File: src/hdl/ffba_pkg.sv
// shared types and constants of the first-fit block allocator
// used by ffba_ctrl and first_fit_block_allocator; no dependencies
package ffba_pkg;

    // table size and header length
    localparam int unsigned MAX_BLOCKS   = 64;
    localparam int unsigned HEADER_BYTES = 16;
    localparam int unsigned IDX_W        = $clog2(MAX_BLOCKS);
    localparam int unsigned CNT_W        = $clog2(MAX_BLOCKS + 1);

    // field widths
    localparam int unsigned ADDR_W   = 32;
    localparam int unsigned SIZE_W   = 24;
    localparam int unsigned STATUS_W = 3;
    localparam int unsigned CFG_IDX_W = 1;

    // request kinds
    localparam logic KIND_ALLOC   = 1'b0;
    localparam logic KIND_RELEASE = 1'b1;

    // result status codes
    localparam logic [STATUS_W-1:0] ST_REUSED   = 3'd0;
    localparam logic [STATUS_W-1:0] ST_NEW      = 3'd1;
    localparam logic [STATUS_W-1:0] ST_RELEASED = 3'd2;
    localparam logic [STATUS_W-1:0] ST_REFUSED  = 3'd3;
    localparam logic [STATUS_W-1:0] ST_BADADDR  = 3'd4;

    // configuration register indexes
    localparam logic [CFG_IDX_W-1:0] CFG_HEAP_BASE  = 1'd0;
    localparam logic [CFG_IDX_W-1:0] CFG_HEAP_LIMIT = 1'd1;

    // one table entry as stored in memory
    typedef struct packed {
        logic [ADDR_W-1:0] start;
        logic [SIZE_W-1:0] size;
        logic              free;
    } t_entry;

    localparam int unsigned ENTRY_W = $bits(t_entry);

    // result handed from the controller to the output register
    typedef struct packed {
        logic                vld;
        logic [ADDR_W-1:0]   addr;
        logic [STATUS_W-1:0] status;
    } t_result;

    // controller states
    typedef enum logic [1:0] {
        S_IDLE,
        S_SCAN,
        S_DONE
    } t_state;

endpackage

File: src/hdl/ffba_ram.sv
// generic single-write, single-read memory with registered read data
// no dependencies
module ffba_ram #(
    parameter int unsigned WIDTH = 8,
    parameter int unsigned DEPTH = 16
) (
    input  logic                     i_clk,
    input  logic                     i_we,
    input  logic [$clog2(DEPTH)-1:0] i_waddr,
    input  logic [WIDTH-1:0]         i_wdata,
    input  logic                     i_re,
    input  logic [$clog2(DEPTH)-1:0] i_raddr,
    output logic [WIDTH-1:0]         o_rdata
);

    logic [WIDTH-1:0] r_mem [DEPTH];
    logic [WIDTH-1:0] r_rdata;

    // write port
    always_ff @(posedge i_clk) begin
        if (i_we) begin
            r_mem[i_waddr] <= i_wdata;
        end
    end

    // registered read port
    always_ff @(posedge i_clk) begin
        if (i_re) begin
            r_rdata <= r_mem[i_raddr];
        end
    end

    assign o_rdata = r_rdata;

endmodule

File: src/hdl/ffba_ctrl.sv
// allocator sequencer: table walk over the entry memory, then commit of one item
// depends on ffba_pkg and ffba_ram
module ffba_ctrl (
    input  logic                            i_clk,
    input  logic                            i_rst_n,
    input  logic                            i_in_valid,
    output logic                            o_in_stall,
    input  logic                            i_kind,
    input  logic [ffba_pkg::SIZE_W-1:0]     i_request_size,
    input  logic [ffba_pkg::ADDR_W-1:0]     i_block_address,
    input  logic [ffba_pkg::ADDR_W-1:0]     i_heap_base,
    input  logic [ffba_pkg::ADDR_W-1:0]     i_heap_limit,
    input  logic                            i_out_ready,
    output ffba_pkg::t_result               o_res
);
    import ffba_pkg::*;

    localparam logic [ADDR_W-1:0] HDR = ADDR_W'(HEADER_BYTES);

    t_state             r_state, n_state;
    logic               r_kind;
    logic [SIZE_W-1:0]  r_req;
    logic [ADDR_W-1:0]  r_addr_off;
    logic               r_zero;
    logic [CNT_W-1:0]   r_rd_idx, n_rd_idx;
    logic               r_chk_vld, n_chk_vld;
    logic [IDX_W-1:0]   r_chk_idx, n_chk_idx;
    logic [CNT_W-1:0]   r_count, n_count;
    logic [ADDR_W-1:0]  r_break, n_break;
    logic               r_hit, n_hit;
    logic [IDX_W-1:0]   r_hit_idx, n_hit_idx;
    t_entry             r_hit_ent, n_hit_ent;

    logic               accept;
    logic               rd_en;
    logic               we;
    logic [IDX_W-1:0]   waddr;
    t_entry             wdata;
    logic [ENTRY_W-1:0] rdata;
    t_entry             ent;
    logic               match;
    logic [ADDR_W:0]    new_end;
    logic               fits;

    ffba_ram #(
        .WIDTH(ENTRY_W),
        .DEPTH(MAX_BLOCKS)
    ) u_ram (
        .i_clk  (i_clk),
        .i_we   (we),
        .i_waddr(waddr),
        .i_wdata(wdata),
        .i_re   (rd_en),
        .i_raddr(r_rd_idx[IDX_W-1:0]),
        .o_rdata(rdata)
    );

    assign accept     = (r_state == S_IDLE) && i_in_valid;
    assign o_in_stall = (r_state != S_IDLE);

    // entry check for the read issued last cycle
    assign ent   = t_entry'(rdata);
    assign match = r_chk_vld &&
                   ((r_kind == KIND_ALLOC) ? (ent.free && (ent.size >= r_req))
                                           : (ent.start == r_addr_off));

    // room check for a block appended at the break, without wrap
    assign new_end = {1'b0, r_break} + (ADDR_W + 1)'(HEADER_BYTES) + (ADDR_W + 1)'(r_req);
    assign fits    = (r_count < CNT_W'(MAX_BLOCKS)) && (new_end <= {1'b0, i_heap_limit});

    // item registers
    always_ff @(posedge i_clk) begin
        if (accept) begin
            r_kind     <= i_kind;
            r_req      <= i_request_size;
            r_addr_off <= i_block_address - i_heap_base - HDR;
            r_zero     <= (i_kind == KIND_ALLOC) && (i_request_size == '0);
        end
        r_rd_idx  <= n_rd_idx;
        r_chk_idx <= n_chk_idx;
        r_hit     <= n_hit;
        r_hit_idx <= n_hit_idx;
        r_hit_ent <= n_hit_ent;
    end

    // control state
    always_ff @(posedge i_clk) begin
        if (!i_rst_n) begin
            r_state   <= S_IDLE;
            r_chk_vld <= 1'b0;
            r_count   <= '0;
            r_break   <= '0;
        end else begin
            r_state   <= n_state;
            r_chk_vld <= n_chk_vld;
            r_count   <= n_count;
            r_break   <= n_break;
        end
    end

    // next state, table walk and commit
    always_comb begin
        n_state   = r_state;
        n_rd_idx  = r_rd_idx;
        n_chk_vld = 1'b0;
        n_chk_idx = r_chk_idx;
        n_count   = r_count;
        n_break   = r_break;
        n_hit     = r_hit;
        n_hit_idx = r_hit_idx;
        n_hit_ent = r_hit_ent;
        rd_en     = 1'b0;
        we        = 1'b0;
        waddr     = r_hit_idx;
        wdata     = r_hit_ent;
        o_res     = '0;

        case (r_state)
            S_IDLE: begin
                if (accept) begin
                    n_rd_idx = '0;
                    n_hit    = 1'b0;
                    if ((i_kind == KIND_ALLOC) && (i_request_size == '0)) begin
                        n_state = S_DONE;
                    end else begin
                        n_state = S_SCAN;
                    end
                end
            end

            S_SCAN: begin
                if (match) begin
                    n_hit     = 1'b1;
                    n_hit_idx = r_chk_idx;
                    n_hit_ent = ent;
                    n_state   = S_DONE;
                end else if (r_rd_idx < r_count) begin
                    // issue the next entry read
                    rd_en     = 1'b1;
                    n_chk_vld = 1'b1;
                    n_chk_idx = r_rd_idx[IDX_W-1:0];
                    n_rd_idx  = r_rd_idx + CNT_W'(1);
                end else begin
                    // last entry checked, or table empty, without a match
                    n_state = S_DONE;
                end
            end

            S_DONE: begin
                if (i_out_ready) begin
                    n_state = S_IDLE;
                    o_res.vld = 1'b1;
                    if (r_kind == KIND_ALLOC) begin
                        if (r_zero) begin
                            o_res.status = ST_REFUSED;
                        end else if (r_hit) begin
                            // reuse a free block whole
                            we           = 1'b1;
                            waddr        = r_hit_idx;
                            wdata        = r_hit_ent;
                            wdata.free   = 1'b0;
                            o_res.addr   = i_heap_base + r_hit_ent.start + HDR;
                            o_res.status = ST_REUSED;
                        end else if (fits) begin
                            // append a block at the break
                            we           = 1'b1;
                            waddr        = r_count[IDX_W-1:0];
                            wdata.start  = r_break;
                            wdata.size   = r_req;
                            wdata.free   = 1'b0;
                            n_count      = r_count + CNT_W'(1);
                            n_break      = new_end[ADDR_W-1:0];
                            o_res.addr   = i_heap_base + r_break + HDR;
                            o_res.status = ST_NEW;
                        end else begin
                            o_res.status = ST_REFUSED;
                        end
                    end else begin
                        if (r_hit && !r_hit_ent.free) begin
                            if (CNT_W'(r_hit_idx) + CNT_W'(1) == r_count) begin
                                // last block: pull the break back
                                n_count = CNT_W'(r_hit_idx);
                                n_break = r_hit_ent.start;
                            end else begin
                                we         = 1'b1;
                                waddr      = r_hit_idx;
                                wdata      = r_hit_ent;
                                wdata.free = 1'b1;
                            end
                            o_res.status = ST_RELEASED;
                        end else begin
                            o_res.status = ST_BADADDR;
                        end
                    end
                end
            end

            default: begin
                n_state = S_IDLE;
            end
        endcase
    end

endmodule

File: src/hdl/first_fit_block_allocator.sv
// top level of the first-fit block allocator: configuration registers and output register
// depends on ffba_pkg and ffba_ctrl
//
//  channel  handshake                 payload
//  in       i_in_valid / o_in_stall   i_kind, i_request_size, i_block_address
//  out      o_out_valid / i_out_stall o_payload_address, o_status
//  cfg      i_cfg_we                  i_cfg_index, i_cfg_data
//
// an item walks at most entry_count table entries (a zero-size allocate skips the walk), bounded
// by MAX_BLOCKS; a hit at entry k ends the walk
// the walk reads one table entry per cycle from the single read port
// the next item is accepted while a result still waits in the output register;
// a result blocked by a stalled output register holds the commit until it drains
// synchronous active-low reset empties the table and the break; no clearing pass
module first_fit_block_allocator (
    input  logic                          i_clk,
    input  logic                          i_rst_n,
    input  logic                          i_in_valid,
    output logic                          o_in_stall,
    input  logic                          i_kind,
    input  logic [ffba_pkg::SIZE_W-1:0]   i_request_size,
    input  logic [ffba_pkg::ADDR_W-1:0]   i_block_address,
    output logic                          o_out_valid,
    input  logic                          i_out_stall,
    output logic [ffba_pkg::ADDR_W-1:0]   o_payload_address,
    output logic [ffba_pkg::STATUS_W-1:0] o_status,
    input  logic                          i_cfg_we,
    input  logic [ffba_pkg::CFG_IDX_W-1:0] i_cfg_index,
    input  logic [ffba_pkg::ADDR_W-1:0]   i_cfg_data
);
    import ffba_pkg::*;

    logic [ADDR_W-1:0]   r_heap_base;
    logic [ADDR_W-1:0]   r_heap_limit;
    logic                r_out_vld;
    logic [ADDR_W-1:0]   r_out_addr;
    logic [STATUS_W-1:0] r_out_status;
    logic                out_ready;
    t_result             res;

    assign out_ready = !r_out_vld || !i_out_stall;

    ffba_ctrl u_ctrl (
        .i_clk          (i_clk),
        .i_rst_n        (i_rst_n),
        .i_in_valid     (i_in_valid),
        .o_in_stall     (o_in_stall),
        .i_kind         (i_kind),
        .i_request_size (i_request_size),
        .i_block_address(i_block_address),
        .i_heap_base    (r_heap_base),
        .i_heap_limit   (r_heap_limit),
        .i_out_ready    (out_ready),
        .o_res          (res)
    );

    // configuration registers
    always_ff @(posedge i_clk) begin
        if (!i_rst_n) begin
            r_heap_base  <= '0;
            r_heap_limit <= '1;
        end else if (i_cfg_we) begin
            case (i_cfg_index)
                CFG_HEAP_BASE:  r_heap_base  <= i_cfg_data;
                CFG_HEAP_LIMIT: r_heap_limit <= i_cfg_data;
                default: ;
            endcase
        end
    end

    // output valid
    always_ff @(posedge i_clk) begin
        if (!i_rst_n) begin
            r_out_vld <= 1'b0;
        end else if (res.vld) begin
            r_out_vld <= 1'b1;
        end else if (!i_out_stall) begin
            r_out_vld <= 1'b0;
        end
    end

    // output item
    always_ff @(posedge i_clk) begin
        if (res.vld) begin
            r_out_addr   <= res.addr;
            r_out_status <= res.status;
        end
    end

    assign o_out_valid       = r_out_vld;
    assign o_payload_address = r_out_addr;
    assign o_status          = r_out_status;

endmodule
File: config.mk
export PLATFORM = sky130hd
export DESIGN_NAME = first_fit_block_allocator
export DESIGN_NICKNAME = d
export VERILOG_FILES = /design/src/hdl/ffba_pkg.sv /design/src/hdl/ffba_ram.sv /design/src/hdl/ffba_ctrl.sv /design/src/hdl/first_fit_block_allocator.sv
export SDC_FILE = /design/constraint.sdc
export NUM_CORES = 2
export LEC_CHECK = 0
export ABC_AREA = 1
export BUFFER_PORTS_ARGS = -buffer_cell sky130_fd_sc_hd__buf_2
export CORE_ASPECT_RATIO = 1.1
export CORE_MARGIN = 1
export CORE_UTILIZATION = 45
export DETAILED_ROUTE_END_ITERATION = 10
export GPL_TIMING_DRIVEN = 1
export SYNTH_ARGS = -nofsm -noshare
export SYNTH_HDL_FRONTEND = slang
export SYNTH_HIERARCHICAL = 1
export SYNTH_SLANG_ARGS = --single-unit
export TNS_END_PERCENT = 50
File: constraint.sdc
create_clock -name i_clk -period 11.5 [get_ports i_clk]
set_input_delay 2.3 -clock i_clk [delete_from_list [all_inputs] [get_ports i_clk]]
set_output_delay 2.3 -clock i_clk [all_outputs]
set_load 0.005 [all_outputs]
=== Word-level counts from Yosys, hierarchy flattened ===
Memory sizes are Yosys's and may differ from the RTL's. A register that Yosys moved wholly into a read port is not among the register bits.
Index checks and enable logic that the tools add are counted.

* Register bits after elaboration: 277
* Memory bits (writable): 3,648
* Memories: 1
* Output and inout port bits: 37

* Reduce and logical (&&, ||, !) cells: 25
* Mux-type cells: 65
* Order comparisons: 4
* Bitwise gates (word level): 5
* Add/subtract/negate cells: 11
* Equality and inequality tests: 15

{| class="wikitable"
|+ Memory list
! memory !! depth !! width !! rd ports !! clocked after Yosys merged registers in !! write ports !! line !! source
|-
| u_ctrl.u_ram.r_mem || 64 || 57 || 1 || 1 || 1 || ffba_ram.sv:16 || <nowiki>logic [WIDTH-1:0] r_mem [DEPTH];</nowiki>
|}

{| class="wikitable"
|+ Operator list
! cell !! number
|-
| 57-bit two-way mux || 6
|-
| 32-bit two-way mux || 9
|-
| 36-bit two-way mux || 2
|-
| 32-bit adder || 2
|-
| 32-bit by 5-bit adder with 32-bit output, second input constant || 2
|-
| 7-bit two-way mux || 9
|-
| 6-bit two-way mux || 6
|-
| 35-bit two-way mux || 1
|-
| 32-bit by 5-bit adder with 33-bit output, second input constant || 1
|-
| 33-bit by 24-bit adder with 33-bit output || 1
|-
| 33-bit by 32-bit less-or-equal comparator with 1-bit output || 1
|-
| 32-bit equality test || 1
|-
| 32-bit subtractor || 1
|-
| 32-bit by 5-bit subtractor with 32-bit output, second input constant || 1
|-
| 24-bit greater-or-equal comparator || 1
|-
| 24-bit logical NOT || 1
|-
| 1-bit two-way mux || 20
|-
| 7-bit by 1-bit adder with 7-bit output, second input constant || 2
|-
| 7-bit case mux with 2 select lines || 1
|-
| 2-bit two-way mux || 6
|-
| 2-bit by 1-bit inequality test with 1-bit output, second input constant || 6
|-
| 3-bit two-way mux || 3
|-
| 3-bit AND reduction || 3
|-
| 2-bit inequality test, second input constant || 4
|-
| 19 further kinds || 35
|}

=== Longest topological paths before layout ===
* Depth in word-level cells: 12
* Gate-level depth with buffers: 38

=== Modules after synthesis ===
The synthesis kept the hierarchy.

{| class="wikitable"
|+ By module, submodules not included
! module !! area an instance (um^2) !! seq. area each (um^2) !! cells an instance !! instances
|-
| ffba_ram || 148,068.3 || 111,256.7 || 12,020 || 1
|-
| ffba_ctrl || 18,291.3 || 4,894.7 || 2,491 || 1
|-
| first_fit_block_allocator || 3,564.7 || 2,352.3 || 387 || 1
|}

=== Worst setup path before layout ===
OpenSTA, ideal clock, no wires.

* Path type: register to register
* Start: register u_ctrl.r_req[1]
* End: memory u_ctrl/u_ram/r_mem[55][0] in the netlist's numbering (enable)
* Slack: 2.528 ns
* Clock period less this slack: 8.972 ns
* Path buffers: 2
* Stages on the path, launching flop included: 27
* Setup time: 0.542 ns
* Arrival: 8.430 ns
* Path through: edfxtp_1 > ha_1 > ha_1 > fa_1 > nand3_1 > nand2_1 > a21oi_1 > o21ai_1 > a21boi_0 > o21ai_1 > nand2_1 > nand3b_1 > and2_1 > ha_1 > nand2_1 > nor4_1 > and3_1 > nand4_1 > nand2_2 > nand4_4 > buf_6 > buf_1 > o21ai_1 > inv_1 > nor3_1 > inv_1 > nor3_1

* Elaborated cells between the ends (all ways): 17

{| class="wikitable"
|+ RTL lines
! item !! line !! source
|-
| start, declared || ffba_ctrl.sv:22 || <nowiki>logic [SIZE_W-1:0] r_req;</nowiki>
|-
| start signal, assigned || ffba_ctrl.sv:75 || <nowiki>r_req <= i_request_size;</nowiki>
|-
| 33-bit by 24-bit adder with 33-bit output || ffba_ctrl.sv:68 || <nowiki>assign new_end = {1'b0, r_break} + (ADDR_W + 1)'(HEADER_BYTES) + (ADDR_W + 1)'(r_req);</nowiki>
|-
| 33-bit by 32-bit less-or-equal comparator with 1-bit output || ffba_ctrl.sv:69 || <nowiki>assign fits = (r_count < CNT_W'(MAX_BLOCKS)) && (new_end <= {1'b0, i_heap_limit});</nowiki>
|-
| 1-bit logical AND || ffba_ctrl.sv:69 ||
|-
| 6-bit two-way mux || ffba_ctrl.sv:164 || <nowiki>end else if (fits) begin</nowiki>
|-
| 6-bit two-way mux || ffba_ctrl.sv:156 || <nowiki>end else if (r_hit) begin</nowiki>
|-
| 6-bit two-way mux || ffba_ctrl.sv:154 || <nowiki>if (r_zero) begin</nowiki>
|-
| 6-bit two-way mux || ffba_ctrl.sv:153 || <nowiki>if (r_kind == KIND_ALLOC) begin</nowiki>
|-
| 6-bit two-way mux || ffba_ctrl.sv:150 || <nowiki>if (i_out_ready) begin</nowiki>
|-
| 6-bit two-way mux || ffba_ctrl.sv:118 || <nowiki>case (r_state)</nowiki>
|-
| named net u_ctrl.waddr[1] || ffba_ctrl.sv:37 || <nowiki>logic [IDX_W-1:0] waddr;</nowiki>
|-
| end, declared || ffba_ram.sv:16 ||
|}

The timed path passes the listed nets, and every way through them passes these cells.

=== Worst setup path in the final report ===
* Start: register u_ctrl.r_req[1]
* End: memory u_ctrl/u_ram/r_mem[3][3] in the netlist's numbering (enable)

Same word-level chain as after synthesis.

==> summary.md <==
| Metric | Value |
|---|---|
| Placed Area | 0.1755 mm² |
| FF-to-FF Start | u_ctrl/r_req[1] |
| Final GP Congestion | 0.9226 |
| Vias in the first global route | 107632 |
| Initial Util | 45.24% |
| Core ar. | 0.3756 mm² |
| Clock tree buffer depth | 4 |
| Syn nets | 15293 |
| Slowest cell delay on critical path | 1.14 ns |
| Leakage Power | 69.15 nW |
| Core Util, Final | 50.18% |
| RSZ-0062 raised after global routing | false |
| Seq pwr share | 39.4% |
| CP most frequent cell | nand2_1 |
| Synth-to-layout area growth | 10.93% |
| Drt initial violations | 14815 |
| Final Hold Viols | 0 |
| Worst Setup Path Type | flop to flop |
| Final Max Slew Viols | 0 |
| Post-synth EDFFs | 3875 |
| Cell taking the most area after synthesis | edfxtp_1 |
| Ys flop type | edfxtp_1 |
| Most common cell in the netlist | nand2_1 |
| Switching Power | 15.10 mW |
| Die Footprint | 0.3801 mm² |
| First-pass DRT Iterations | 7 |
| Nets@finish | 15225 |
| Relative slew slack | 9.138% |
| Worst path required time | 12.06 ns |
| Top post-synthesis cells by area | edfxtp_1 (68%), nand3_1 (10%), nand2_1 (10%), ha_1 (2.2%), buf_2 (1.3%) |
| Cts bufs inserted | 400 |
| Warnings from Yosys | 6 |
| Synth top cells by count | nand2_1 (4688), edfxtp_1 (3875), nand3_1 (3550), buf_2 (458), inv_1 (452) |
| Mapped Area | 0.1699 mm² |
| #FFs+latches synth | 3982 |
| Crit Path Max Fanout | 31 |
| Mean Syn Cell Area | 11.41 µm² |
| Peak VDD IR | 0.2848 mV |
| Worst Setup Start Kind | flop |
| Port Buffers | 131 |
| Chip height | 646.5 µm |
| WP buf/inv | 6 |
| Cell Int Power | 26.90 mW |
| Detailed-route via count | 115869 |
| Slowest stage cell, crit path | nor2_4 |
| # fillers | 32863 |
| Final Critical Period | 8.639 ns |
| Clk pwr share | 31.2% |
| PD cells | 222.9 mW/mm² |
| Die X | 587.9 µm |
| Total global-route track usage | 28.13% |
| FF-to-FF End | u_ctrl/u_ram/r_mem[3][3] |
| Worst R2R Path Depth | 36 |
| Status | complete, no violations |
| Reg2reg setup slack | 2.86 ns |
| Share of layout cells above drive strength 1 | 7.496% |
| CP top delay family | simple AND/OR/NAND/NOR gates |
| Share of the synthesized area in the top cell type | 68.48% |
| Setup Buffers After CTS | 0 |
| CP endpoint kind | flop |
| Max_cap viols | 0 |
| CTS Sinks | 3982 |
| Switching Share | 35.96% |
| Post-synth ARST share | 0% |
| Post-DP HPWL | 313700 µm |
| Initial antenna violation count | 27 |
| Pwr Total | 42.01 mW |
| Multi-input gate area | 0.04596 mm² |
| Fin Setup TNS | 0 ns |
| Critical path origin | u_ctrl/r_req[1] |
| Num rows | 236 |
| Global-route wire length before repair | 779200 µm |
| Clock Pin Slew Worst Setup and Hold Paths | 0.06 ns |
| Tcrit/Tclk final | 75.12% |
| DR vias/cell | 5.747 |
| Post-DRT Antenna Nets | 0 |
| Distinct cells, synth | 56 |
| Cell count along the critical path | 36 |
| Setup violators final | 0 |
| Min-Delay Path Class | flop to flop |
| Detailed Route WL | 547400 µm |
| Clock skew | 0.06251 ns |
| H-tree levels | 5 |
| Max Clock Freq | 0.1158 GHz |
| Storage cell area | 0.1185 mm² |
| WP data arrival | 9.20 ns |
| Least-Margin Pin Slew | 1.363 ns |
| DRC | 0 |
| Clk Latency, worst-skew pair | 0.99 ns |
| CTS tree | built |
| CP Capture Point | u_ctrl/u_ram/r_mem[3][3] |
| Largest net degree at the start of global routing | 205 |
| Sequential area share after synthesis | 69.74% |
| Boundary Pins | 132 |
| Clk root buf | clkbuf_16 |
| Finished Cell Area | 0.1885 mm² |
| Post-Synthesis Cells | 14898 |
| Gr ovfl total | 0 |
| Fin Hold WS | 0.4145 ns |
| Comb pwr share | 29.4% |
| Post-DR wirelength/cell | 27.15 µm |
| # resized after CTS | 0 |
| Hold buffers post-CTS | 0 |
-- power by group through the flow --
stage | Clock, mW | Sequential [mW] | Combinational [mW]
finish | 13.1 | 16.5 | 12.4
CTS | 13.2 | 16.5 | 12.3
global placement | 0 | 16.8 | 12.2
floorplan | 0 | 16.7 | 8.19
detailed placement | 0 | 16.8 | 12.2
global route | 13.8 | 16.5 | 13.4
-- layout make-up --
class	instances	area share, %
Antenna cell	8	0.01062
Clock buffer	500	5.622
Clock inverter	226	1.239
Inverter	461	0.9466
Multi-Input combinational cell	9590	24.38
Sequential cell	3982	62.87
Tap cell	4998	3.318
Timing Repair Buffer	395	1.613
-- routing by layer --
| metal | track usage (%) | vias up | share of wire, % |
|---|---|---|---|
| li1 | - | 52198 | - |
| met1 | 37.81 | 57077 | 39 |
| met2 | 45.73 | 5636 | 47 |
| met3 | 4.222 | 950 | 8.9 |
| met4 | 11.79 | 8 | 4.7 |
| met5 | 0 | - | 0.0082 |
-- through the flow --
step / instances / worst slack (ns)
2_1_floorplan: 14898 / 2.528
3_3_place_gp: 19426 / 2.993
3_5_place_dp: 19426 / 3.027
4_1_cts: 20152 / 2.954
5_1_grt: 20154 / 2.454
6_report: 20160 / 2.861
-- worst min-delay path by stage --
stage                              from             endpoint  slack (ns)  depth (start not counted)
detailed placement  u_ctrl/r_chk_idx[2]  u_ctrl/r_hit_idx[2]        0.40                          0
floorplan           u_ctrl/r_chk_idx[0]  u_ctrl/r_hit_idx[0]        0.40                          0
CTS                 u_ctrl/r_chk_idx[5]  u_ctrl/r_hit_idx[5]        0.42                          0
finish              u_ctrl/r_chk_idx[5]  u_ctrl/r_hit_idx[5]        0.41                          0
global placement    u_ctrl/r_chk_idx[1]  u_ctrl/r_hit_idx[1]        0.40                          0
global route        u_ctrl/r_chk_idx[5]  u_ctrl/r_hit_idx[5]        0.43                          0
-- placed cells by master, fill, tap and decap left out, drive strengths merged, types with 3 or more instances in the layout --
master    instances
o31ai             3
clkbuf          500
nand2          4710
buf             395
nand4            28
a221oi            5
fa                4
nor4             13
nor3             44
ha              296
o21bai           14
clkinvlp         13
o21ai           167
clkinv          157
a21boi            7
bufinv           42
nor2            358
inv             475
o22ai             4
dfxtp           107
o21a              3
a211oi            7
nand3          3550
o211ai            5
and2              7
xor2             68
or2              16
edfxtp         3875
a31oi            18
diode             8
a21oi           189
a21o             11
o221ai            3
and3              4
xnor2            48
-- sequential cells by signal, summed over array words and instances, names as in the netlist, 7 cells and up --
signal and cells:
u_ctrl/u_ram/r_mem 3648, u_ctrl/r_hit_ent 57, u_ctrl/u_ram/o_rdata 57, o_payload_address 32
r_heap_base 32, r_heap_limit 32, u_ctrl/r_addr_off 32, u_ctrl/r_break 32
u_ctrl/r_req 24, u_ctrl/r_count 7, u_ctrl/r_rd_idx 7
-- worst reg2reg max path, delay by kind of cell, from the launching register on --
kind | cells | cell delay (ns)
flip-flops | 1 | 0.39
adder cells (fa/ha/maj) | 4 | 1.28
buffers and inverters | 6 | 1.62
AO/OA/AOI/OAI | 3 | 0.65
AND/OR/NAND/NOR | 23 | 4.26
-- cells by family after synthesis --
group | Yosys count | share of synthesized area (%)
AO/OA/AOI/OAI | 439 | 1.467
XOR/XNOR | 116 | 0.5979
adder cells (fa/ha/maj) | 300 | 2.227
flip-flops | 3982 | 69.74
buffers and inverters | 1326 | 3.826
AND/OR/NAND/NOR | 8735 | 22.14
(Power assumes the default switching activity.)
